## src/sv/mpps_pkg.sv

```systemverilog
// Shared types and constants of the multi-period poll scheduler.
package mpps_pkg;

	typedef enum logic [1:0] {
		OP_ADD    = 2'd0,
		OP_REMOVE = 2'd1,
		OP_TICK   = 2'd2
	} op_t;

	typedef enum logic [1:0] {
		ST_IDLE,
		ST_WALK,
		ST_GCD,
		ST_FINISH
	} state_t;

	localparam logic [1:0] CFG_POLLING_ENABLED  = 2'd0;
	localparam logic [1:0] CFG_INITIAL_INTERVAL = 2'd1;
	localparam logic [1:0] CFG_FAULT_STATE_KEY  = 2'd2;

	localparam logic [1:0] FREG_NONE = 2'd0;
	localparam logic [1:0] FREG_1    = 2'd1;
	localparam logic [1:0] FREG_2    = 2'd2;
	localparam logic [1:0] FREG_3    = 2'd3;

	localparam logic [15:0] INTERVAL_RESET = 16'd100;

	typedef struct packed {
		logic [1:0]  op;
		logic [3:0]  entry_key;
		logic [15:0] poll_period;
	} in_item_t;

	typedef struct packed {
		logic        due;
		logic [3:0]  due_key;
		logic [1:0]  fault_register;
		logic [15:0] check_interval;
		logic        last;
	} out_item_t;

endpackage

```

## src/sv/mpps_cell.sv

```systemverilog
// One table cell: holds a poll entry and takes its neighbor's entry on each shift.
module mpps_cell #(
	parameter int PERIOD_BITS = 16
) (
	input  logic                   clk,
	input  logic                   arst_n,
	input  logic                   shift,
	input  logic                   d_valid,
	input  logic [PERIOD_BITS-1:0] d_period,
	input  logic [PERIOD_BITS:0]   d_accum,
	output logic                   q_valid,
	output logic [PERIOD_BITS-1:0] q_period,
	output logic [PERIOD_BITS:0]   q_accum
);

	logic                   valid_q;
	logic [PERIOD_BITS-1:0] period_q;
	logic [PERIOD_BITS:0]   accum_q;

	always_ff @(posedge clk or negedge arst_n) begin
		if (!arst_n) begin
			valid_q <= 1'b0;
		end else if (shift) begin
			valid_q <= d_valid;
		end
	end

	always_ff @(posedge clk) begin
		if (shift) begin
			period_q <= d_period;
			accum_q  <= d_accum;
		end
	end

	assign q_valid  = valid_q;
	assign q_period = period_q;
	assign q_accum  = accum_q;

endmodule

```

## src/sv/mpps_gcd.sv

```systemverilog
// Binary GCD unit: one shift or subtract step per cycle on nonzero operands.
module mpps_gcd #(
	parameter int W = 16
) (
	input  logic         clk,
	input  logic         arst_n,
	input  logic         start,
	input  logic [W-1:0] a,
	input  logic [W-1:0] b,
	output logic         busy,
	output logic         done,
	output logic [W-1:0] result
);

	localparam int KB = $clog2(W + 1);

	logic         run_q;
	logic [W-1:0] a_q;
	logic [W-1:0] b_q;
	logic [KB-1:0] k_q;
	logic [W-1:0] a_d;
	logic [W-1:0] b_d;
	logic [KB-1:0] k_d;
	logic         equal;

	assign equal  = (a_q == b_q);
	assign busy   = run_q;
	assign done   = run_q && equal;
	assign result = a_q << k_q;

	always_comb begin
		a_d = a_q;
		b_d = b_q;
		k_d = k_q;
		if (!a_q[0] && !b_q[0]) begin
			a_d = a_q >> 1;
			b_d = b_q >> 1;
			k_d = k_q + 1'b1;
		end else if (!a_q[0]) begin
			a_d = a_q >> 1;
		end else if (!b_q[0]) begin
			b_d = b_q >> 1;
		end else if (a_q > b_q) begin
			a_d = (a_q - b_q) >> 1;
		end else begin
			b_d = (b_q - a_q) >> 1;
		end
	end

	always_ff @(posedge clk or negedge arst_n) begin
		if (!arst_n) begin
			run_q <= 1'b0;
		end else if (start) begin
			run_q <= 1'b1;
		end else if (run_q && equal) begin
			run_q <= 1'b0;
		end
	end

	always_ff @(posedge clk) begin
		if (start) begin
			a_q <= a;
			b_q <= b;
			k_q <= '0;
		end else if (run_q && !equal) begin
			a_q <= a_d;
			b_q <= b_d;
			k_q <= k_d;
		end
	end

endmodule

```

## src/sv/multi_period_poll_scheduler_top.sv

```systemverilog
// Top level of the multi-period poll scheduler: controller, cell ring and GCD unit.
//
//   Channel   Handshake              Payload
//   in        in_valid / in_ready    in_item   (mpps_pkg::in_item_t)
//   out       out_valid / out_ready  out_item  (mpps_pkg::out_item_t)
//   cfg       cfg_valid / cfg_ready  cfg_index, cfg_data
//
// An add, a remove or a firing tick is accepted, rotates the ring through all NUM_KEYS cells
// and then delivers the last item; an expiring fault-state entry holds the walk while it is
// reported under each fault register in turn. Other items go straight to the last item. An
// add also runs the GCD unit for each further valid entry. Reset needs no clearing pass. A
// stalled output holds the walk only when a due item must leave the pending stage.
module multi_period_poll_scheduler_top #(
	parameter int NUM_KEYS    = 16,
	parameter int PERIOD_BITS = 16
) (
	input  logic                clk,
	input  logic                arst_n,
	input  logic                in_valid,
	output logic                in_ready,
	input  mpps_pkg::in_item_t  in_item,
	output logic                out_valid,
	input  logic                out_ready,
	output mpps_pkg::out_item_t out_item,
	input  logic                cfg_valid,
	output logic                cfg_ready,
	input  logic [1:0]          cfg_index,
	input  logic [15:0]         cfg_data
);

	localparam int KW = $clog2(NUM_KEYS);
	localparam logic [PERIOD_BITS:0] ACCUM_MAX = {(PERIOD_BITS + 1){1'b1}};

	mpps_pkg::state_t state_q, state_d;

	logic                   cv [NUM_KEYS];
	logic [PERIOD_BITS-1:0] cp [NUM_KEYS];
	logic [PERIOD_BITS:0]   ca [NUM_KEYS];

	logic                   shift;
	logic                   wb_valid;
	logic [PERIOD_BITS-1:0] wb_period;
	logic [PERIOD_BITS:0]   wb_accum;

	logic [1:0]             op_q;
	logic [3:0]             key_q;
	logic [PERIOD_BITS-1:0] per_q;
	logic [PERIOD_BITS-1:0] add_q;
	logic [PERIOD_BITS-1:0] g_q;
	logic [KW-1:0]          idx_q;
	logic [1:0]             sub_q;
	logic                   first_q;
	logic                   walk_end_q;
	logic                   anyv_acc_q;
	logic                   any_valid_q;
	logic                   upd_int_q;
	logic                   polling_q;
	logic [3:0]             fault_key_q;
	logic [PERIOD_BITS-1:0] interval_q;
	logic [PERIOD_BITS-1:0] elapsed_q;
	logic                   pend_valid_q;
	logic [3:0]             pend_key_q;
	logic [1:0]             pend_freg_q;
	logic                   out_valid_q;
	mpps_pkg::out_item_t    out_item_q;

	logic                   gcd_start;
	logic                   gcd_busy;
	logic                   gcd_done;
	logic [PERIOD_BITS-1:0] gcd_result;

	logic                   key_ok;
	logic [PERIOD_BITS-1:0] in_per;
	logic [PERIOD_BITS-1:0] elapsed_inc;
	logic                   tick_fire;
	logic                   idx_hit;
	logic                   fault_hit;
	logic                   last_idx;
	logic [PERIOD_BITS+1:0] sum;
	logic [PERIOD_BITS:0]   sat_accum;
	logic                   expire;
	logic                   out_free;
	logic                   can_put;
	logic                   put_due;
	logic [1:0]             put_freg;
	logic                   fin_push;
	logic [15:0]            ci;

	genvar gi;
	generate
		for (gi = 0; gi < NUM_KEYS; gi++) begin : g_cell
			if (gi == NUM_KEYS - 1) begin : g_tail
				mpps_cell #(.PERIOD_BITS(PERIOD_BITS)) u_cell (
					.clk(clk), .arst_n(arst_n), .shift(shift),
					.d_valid(wb_valid), .d_period(wb_period), .d_accum(wb_accum),
					.q_valid(cv[gi]), .q_period(cp[gi]), .q_accum(ca[gi])
				);
			end else begin : g_body
				mpps_cell #(.PERIOD_BITS(PERIOD_BITS)) u_cell (
					.clk(clk), .arst_n(arst_n), .shift(shift),
					.d_valid(cv[gi+1]), .d_period(cp[gi+1]), .d_accum(ca[gi+1]),
					.q_valid(cv[gi]), .q_period(cp[gi]), .q_accum(ca[gi])
				);
			end
		end
	endgenerate

	mpps_gcd #(.W(PERIOD_BITS)) u_gcd (
		.clk(clk), .arst_n(arst_n), .start(gcd_start),
		.a(g_q), .b(wb_period),
		.busy(gcd_busy), .done(gcd_done), .result(gcd_result)
	);

	assign key_ok      = (int'(in_item.entry_key) < NUM_KEYS);
	assign in_per      = (PERIOD_BITS'(in_item.poll_period) == '0) ? PERIOD_BITS'(1)
	                   : PERIOD_BITS'(in_item.poll_period);
	assign elapsed_inc = (elapsed_q == '1) ? elapsed_q : elapsed_q + 1'b1;
	assign tick_fire   = (elapsed_inc >= interval_q) && polling_q;
	assign idx_hit     = (int'(idx_q) == int'(key_q));
	assign fault_hit   = (int'(idx_q) == int'(fault_key_q));
	assign last_idx    = (idx_q == KW'(NUM_KEYS - 1));
	assign sum         = (PERIOD_BITS + 2)'(ca[0]) + (PERIOD_BITS + 2)'(add_q);
	assign sat_accum   = sum[PERIOD_BITS+1] ? ACCUM_MAX : sum[PERIOD_BITS:0];
	assign expire      = cv[0] && (sat_accum >= (PERIOD_BITS + 1)'(cp[0]));
	assign out_free    = !out_valid_q || out_ready;
	assign can_put     = !pend_valid_q || out_free;
	assign ci          = upd_int_q ? 16'(g_q) : 16'(interval_q);

	always_ff @(posedge clk or negedge arst_n) begin
		if (!arst_n) begin
			state_q <= mpps_pkg::ST_IDLE;
		end else begin
			state_q <= state_d;
		end
	end

	always_comb begin
		state_d   = state_q;
		in_ready  = 1'b0;
		shift     = 1'b0;
		wb_valid  = cv[0];
		wb_period = cp[0];
		wb_accum  = ca[0];
		gcd_start = 1'b0;
		put_due   = 1'b0;
		put_freg  = mpps_pkg::FREG_NONE;
		fin_push  = 1'b0;
		case (state_q)
			mpps_pkg::ST_IDLE: begin
				in_ready = 1'b1;
				if (in_valid) begin
					case (mpps_pkg::op_t'(in_item.op))
						mpps_pkg::OP_ADD:    state_d = key_ok ? mpps_pkg::ST_WALK
						                                      : mpps_pkg::ST_FINISH;
						mpps_pkg::OP_REMOVE: state_d = key_ok ? mpps_pkg::ST_WALK
						                                      : mpps_pkg::ST_FINISH;
						mpps_pkg::OP_TICK:   state_d = tick_fire ? mpps_pkg::ST_WALK
						                                         : mpps_pkg::ST_FINISH;
						default:             state_d = mpps_pkg::ST_FINISH;
					endcase
				end
			end
			mpps_pkg::ST_WALK: begin
				case (mpps_pkg::op_t'(op_q))
					mpps_pkg::OP_ADD: begin
						if (idx_hit) begin
							wb_valid  = 1'b1;
							wb_period = per_q;
							wb_accum  = '0;
						end
						shift = 1'b1;
						if (wb_valid && !first_q) begin
							gcd_start = 1'b1;
							state_d   = mpps_pkg::ST_GCD;
						end else if (last_idx) begin
							state_d = mpps_pkg::ST_FINISH;
						end
					end
					mpps_pkg::OP_REMOVE: begin
						if (idx_hit) begin
							wb_valid = 1'b0;
						end
						shift = 1'b1;
						if (last_idx) begin
							state_d = mpps_pkg::ST_FINISH;
						end
					end
					mpps_pkg::OP_TICK: begin
						if (expire) begin
							wb_accum = '0;
							if (can_put) begin
								put_due  = 1'b1;
								put_freg = fault_hit ? sub_q : mpps_pkg::FREG_NONE;
								shift    = !fault_hit || (sub_q == mpps_pkg::FREG_3);
							end
						end else begin
							if (cv[0]) begin
								wb_accum = sat_accum;
							end
							shift = 1'b1;
						end
						if (shift && last_idx) begin
							state_d = mpps_pkg::ST_FINISH;
						end
					end
					default: state_d = mpps_pkg::ST_FINISH;
				endcase
			end
			mpps_pkg::ST_GCD: begin
				if (gcd_done) begin
					state_d = walk_end_q ? mpps_pkg::ST_FINISH : mpps_pkg::ST_WALK;
				end
			end
			mpps_pkg::ST_FINISH: begin
				if (out_free) begin
					fin_push = 1'b1;
					state_d  = mpps_pkg::ST_IDLE;
				end
			end
			default: state_d = mpps_pkg::ST_IDLE;
		endcase
	end

	always_ff @(posedge clk or negedge arst_n) begin
		if (!arst_n) begin
			idx_q        <= '0;
			sub_q        <= mpps_pkg::FREG_1;
			first_q      <= 1'b1;
			walk_end_q   <= 1'b0;
			anyv_acc_q   <= 1'b0;
			any_valid_q  <= 1'b0;
			upd_int_q    <= 1'b0;
			polling_q    <= 1'b0;
			fault_key_q  <= '0;
			interval_q   <= PERIOD_BITS'(mpps_pkg::INTERVAL_RESET);
			elapsed_q    <= '0;
			pend_valid_q <= 1'b0;
			out_valid_q  <= 1'b0;
		end else begin
			if (fin_push || (put_due && pend_valid_q)) begin
				out_valid_q <= 1'b1;
			end else if (out_ready) begin
				out_valid_q <= 1'b0;
			end
			if (in_valid && in_ready) begin
				idx_q      <= '0;
				sub_q      <= mpps_pkg::FREG_1;
				first_q    <= 1'b1;
				anyv_acc_q <= 1'b0;
				upd_int_q  <= (mpps_pkg::op_t'(in_item.op) == mpps_pkg::OP_ADD) && key_ok;
				if (mpps_pkg::op_t'(in_item.op) == mpps_pkg::OP_TICK) begin
					elapsed_q <= (elapsed_inc >= interval_q) ? '0 : elapsed_inc;
				end
			end
			if (shift) begin
				idx_q      <= idx_q + 1'b1;
				walk_end_q <= last_idx;
				anyv_acc_q <= anyv_acc_q | wb_valid;
				if (wb_valid) begin
					first_q <= 1'b0;
				end
				if (last_idx) begin
					any_valid_q <= anyv_acc_q | wb_valid;
				end
			end
			if (put_due) begin
				pend_valid_q <= 1'b1;
				if (fault_hit && (sub_q != mpps_pkg::FREG_3)) begin
					sub_q <= sub_q + 1'b1;
				end else begin
					sub_q <= mpps_pkg::FREG_1;
				end
			end
			if (fin_push) begin
				pend_valid_q <= 1'b0;
				upd_int_q    <= 1'b0;
				if (upd_int_q) begin
					interval_q <= g_q;
				end
			end
			if (cfg_valid && cfg_ready) begin
				case (cfg_index)
					mpps_pkg::CFG_POLLING_ENABLED: polling_q <= cfg_data[0];
					mpps_pkg::CFG_INITIAL_INTERVAL: begin
						if (!any_valid_q) begin
							interval_q <= (cfg_data == '0) ? PERIOD_BITS'(1)
							                               : PERIOD_BITS'(cfg_data);
						end
					end
					mpps_pkg::CFG_FAULT_STATE_KEY: fault_key_q <= cfg_data[3:0];
					default: ;
				endcase
			end
		end
	end

	always_ff @(posedge clk) begin
		if (in_valid && in_ready) begin
			op_q  <= in_item.op;
			key_q <= in_item.entry_key;
			per_q <= in_per;
			add_q <= elapsed_inc;
		end
		if (shift && wb_valid && first_q) begin
			g_q <= wb_period;
		end
		if (gcd_done) begin
			g_q <= gcd_result;
		end
		if (put_due) begin
			pend_key_q  <= 4'(idx_q);
			pend_freg_q <= put_freg;
			if (pend_valid_q) begin
				out_item_q.due            <= 1'b1;
				out_item_q.due_key        <= pend_key_q;
				out_item_q.fault_register <= pend_freg_q;
				out_item_q.check_interval <= ci;
				out_item_q.last           <= 1'b0;
			end
		end
		if (fin_push) begin
			out_item_q.due            <= pend_valid_q;
			out_item_q.due_key        <= pend_valid_q ? pend_key_q : 4'd0;
			out_item_q.fault_register <= pend_valid_q ? pend_freg_q : mpps_pkg::FREG_NONE;
			out_item_q.check_interval <= ci;
			out_item_q.last           <= 1'b1;
		end
	end

	assign cfg_ready = 1'b1;
	assign out_valid = out_valid_q;
	assign out_item  = out_item_q;

	a_pend_idle: assert property (@(posedge clk) disable iff (!arst_n)
		(state_q == mpps_pkg::ST_IDLE) |-> !pend_valid_q)
		else $error("Pending item left over in idle.");

	a_gcd_state: assert property (@(posedge clk) disable iff (!arst_n)
		gcd_busy |-> (state_q == mpps_pkg::ST_GCD))
		else $error("GCD unit running outside its state.");

	a_sub_walk: assert property (@(posedge clk) disable iff (!arst_n)
		(sub_q != mpps_pkg::FREG_1) |-> (state_q == mpps_pkg::ST_WALK))
		else $error("Fault sequence interrupted.");

	a_push_free: assert property (@(posedge clk) disable iff (!arst_n)
		(put_due && pend_valid_q) |-> out_free)
		else $error("Due item pushed over an unsent item.");

endmodule
```

## config.mk

```make
export PLATFORM = sky130hd
export DESIGN_NAME = multi_period_poll_scheduler_top
export DESIGN_NICKNAME = d
export VERILOG_FILES = /design/src/sv/mpps_pkg.sv /design/src/sv/mpps_cell.sv /design/src/sv/mpps_gcd.sv /design/src/sv/multi_period_poll_scheduler_top.sv
export SDC_FILE = /design/constraint.sdc
export NUM_CORES = 1
export LEC_CHECK = 0
export BUFFER_PORTS_ARGS = -buffer_cell sky130_fd_sc_hd__buf_2
export CAP_MARGIN = 20
export CORE_MARGIN = 5
export CORE_UTILIZATION = 30
export DETAILED_ROUTE_END_ITERATION = 6
export GPL_ROUTABILITY_DRIVEN = 1
export HOLD_SLACK_MARGIN = 0.15
export PLACE_DENSITY = 0.42
export SETUP_SLACK_MARGIN = 0.15
export SYNTH_ARGS = -nofsm -noshare
export SYNTH_HDL_FRONTEND = slang
export SYNTH_HIERARCHICAL = 1
export SYNTH_SLANG_ARGS = --single-unit
```

## constraint.sdc

```tcl
create_clock -name clk -period 15.1 [get_ports clk]
set_input_delay 0 -clock clk [delete_from_list [all_inputs] [get_ports clk]]
set_output_delay 0 -clock clk [all_outputs]
set_load 0.05 [all_outputs]
```

==> flow_summary_export.csv <==
group,metric,value,unit
place,hpwl,42.0,mm
critical_path,start_kind,"register",
timing,fin_crit,7.59,ns
timing,finalClockSkew,0.0263,ns
min_path,hold_path_end,"op_q[1]",
job,cap_viol_max_count,0,
route,wl_per_cell,19.1,um
final_layout,final_common_cell,"edfxtp_1",
synthesis,synth_fp_nets,1982,
route,ant_nets,0,
die,die_h,320,um
synthesis,synth-edff-count,643,
grt,grt_use_met2,17.8,%
timing,fmaxAchievable,132,MHz
grt,grt-busiest-layer,"met1",
synthesis,synth_seq_cells,718,
grt,grt_max_degree,187,
clock_tree,ctsRootBufferMaster,"clkbuf_16",
route,route.detailed.drc,0,
timing,fin_ws,7.51,ns
synthesis,synth_cells,1849,
final_layout,diodes,0,
die,boundaryPins,72,
grt,grt_pass1_vias,15826,
final_layout,nets,2191,
timing,fin_crit_sh,50.3,%
min_path,hold_start,"in_item[21]",
timing,setup_tns,0,ns
route,vias_per_cell,4.65,
run_status,outcome,"completed",
die,core,0.0952,mm^2
route,drtIter0Drc,1369,
grt,use_met1,19.0,%
critical_path,end_kind,"register",
critical_path,required,15.36,ns
die,start_util,30.3,%
clock_tree,h-tree-depth,3,
critical_path,r2r-start,"g_cell[0].g_body.u_cell/q_accum[10]",
clock_tree,clk_pin_slew,0.06,ns
critical_path,r2r_end,"g_cell[11].g_body.u_cell/q_period[4]",
critical_path,r2r_setup_slack,7.51,ns
power,ir_worst_vdd,0.133,mV
synthesis,syn_area_per_cell,15.6,um^2
route,wl,64.9,mm
synthesis,synth_seq_area_share,73.4,%
min_path,min_path_cells,2,
clock_tree,clk_latency,0.65,ns
power,p_leak,12.6,nW
critical_path,crit_start,"g_cell[0].g_body.u_cell/q_accum[10]",
timing,finalHoldViolCount,0,
die,die_width,320,um
grt,antenna_found_initial,7,
route,num_vias,15754,
timing,tightestPinTransition,1.07,ns
clock_tree,clockBufferDepth,3,
critical_path,cp.arrival,7.85,ns
clock_tree,cts_buffers,81,
synthesis,syn_area,0.0288,mm^2
min_path,hold_class,"input port to register",
grt,use_met3,2.61,%
synthesis,async_flop_share,9.61,%
grt,grt.total_usage,12.4,%
timing,slew_headroom,27.8,%
timing,whs,0.195,ns
synthesis,yosys_warnings,6,
final_layout,drive_gt1_share,14.5,%
power,power_density,196,mW/mm^2
grt,grt_pass1_wl,98.5,mm
clock_tree,cts_tree,"built",
final_layout,area_growth,19.5,%
synthesis,ys_types,84,
die,rows,113,
die,die_area,0.102,mm^2
synthesis,ys.flop_type,"edfxtp_1",
timing,rsz0062_at_grt,"false",
critical_path,critical_path_class,"register to register",
critical_path,cp_max_fo,186,
timing,finalSetupViolCount,0,
route,dr.pass1.iters,5,
place,gp_congestion,0.844,
critical_path,reg2reg_depth,18,
final_layout,final_cell_mix,"edfxtp_1, nand2_1, dlygate4sd3_1",
clock_tree,cts_setup_buffers,0,
clock_tree,cts_sinks,718,
place,io_buffer_count,70,
place,dp_slack,7.60,ns
timing,slew_viol_final,0,
grt,grt-ovfl-total,0,
critical path, stage by stage (launching register included):
cell	delay (ns)
edfxtp_1	0.41
ha_1	0.42
a211o_1	0.32
a21oi_1	0.24
o21bai_1	0.10
a21oi_1	0.20
o32a_1	0.72
nand2_1	0.18
ha_1	0.37
a21oi_1	0.14
a21boi_0	0.11
a2111oi_0	0.41
a31oi_1	0.17
a211oi_2	0.45
a211o_2	0.31
nand2_2	0.14
inv_8	0.60
buf_4	0.83
buf_12	0.71
flip-flops by register name, indices dropped and copies added (netlist names), 17 cells and up:
register and count:
g_cell.g_tail.u_cell/q_accum 17, out_item 24, g_cell.g_body.u_cell/q_accum 255, g_cell.g_body.u_cell/q_period 240
synthesized netlist by cell type (all sizes together) (4+ instances only):
library cell,count,share of area (%)
inv,98,1.3
clkbuf,56,0.73
mux2i,47,1.6
o211ai,6,0.16
mux2,45,2.0
nand3,21,0.36
mux4,8,0.63
a22o,24,0.73
nor2b,18,0.39
nor4,12,0.26
nor2,86,1.2
a211o,4,0.13
dfstp,5,0.46
a221oi,21,0.75
nand2,119,1.6
ha,85,3.7
a21oi,107,2.0
a211oi,13,0.40
a21o,23,0.60
xor2,30,0.91
dfxtp,6,0.42
nand4,14,0.30
xnor2,27,0.82
a21boi,4,0.10
edfxtp,643,67
o211a,4,0.14
dfrtp,64,5.6
buf,24,0.58
nor3,25,0.43
o21ai,89,1.5
o21a,6,0.16
nand2b,21,0.46
and3,13,0.28
and2,11,0.24
a31oi,9,0.20
o21bai,6,0.20
nand3b,4,0.10
or3,7,0.15
cells by family (layout without fill, tap and decap cells):
group           count (synthesis)  in the layout  share of synthesized area (%)
other cells                     1              1                         0.0130
flops                         718            718                           73.4
buf+inv                       178            452                           2.59
xor+xnor                       57             57                           1.73
simple gates                  363            363                           6.11
fa+ha+maj                      88             88                           3.90
mux                           100            100                           4.23
compound gates                344            344                           7.99
metal layers:
metal	vias to the layer above	part of all wire, %
li1	7388	-
met1	7922	50
met2	336	42
met3	108	5.1
met4	0	2.6
met5	-	0
report_power, final:
group / internal [mW] / switching [mW]
clock network: 1.16 / 0.819
registers: 3.11 / 0.247
logic: 0.466 / 0.960
timing repair:
item                                   4_1_cts  5_1_grt
hold buffers                               113        0
gates resized for setup                      0        0
endpoints found under the hold margin      139        0
how the worst max path moves through the flow:
| stage | endpoint |
|---|---|
| 2_1_floorplan | g_q[0] |
| 3_3_place_gp | g_cell[15].g_tail.u_cell/q_period[12] |
| 3_5_place_dp | g_cell[14].g_body.u_cell/q_period[12] |
| 5_1_grt | g_cell[14].g_body.u_cell/q_period[9] |
| 6_report | g_cell[11].g_body.u_cell/q_period[4] |
| 4_1_cts | g_cell[12].g_body.u_cell/q_period[12] |
layout make-up:
type / instances / area [um^2]
Clock buffer: 95 / 2090
Tap cell: 1265 / 1580
Inverter: 98 / 375
Timing Repair Buffer: 206 / 1700
Clock inverter: 53 / 588
Multi-Input combinational cell: 953 / 6930
Fill cell: 9053 / 60700
Sequential cell: 718 / 21200
through the flow:
step | utilization (%) | instance area [um^2] | total power [mW] | cells
after global placement | 32.1 | 30600 | 4.76 | 3124
after detailed placement | 32.1 | 30600 | 4.79 | 3125
final | 36.2 | 34400 | 6.76 | 3388
after floorplan | - | 28800 | 4.41 | 1849
after global routing | 36.2 | 34400 | 7.14 | 3388
after CTS | 36.1 | 34400 | 6.87 | 3386
Note: power is estimated with default switching activity, not from simulation.
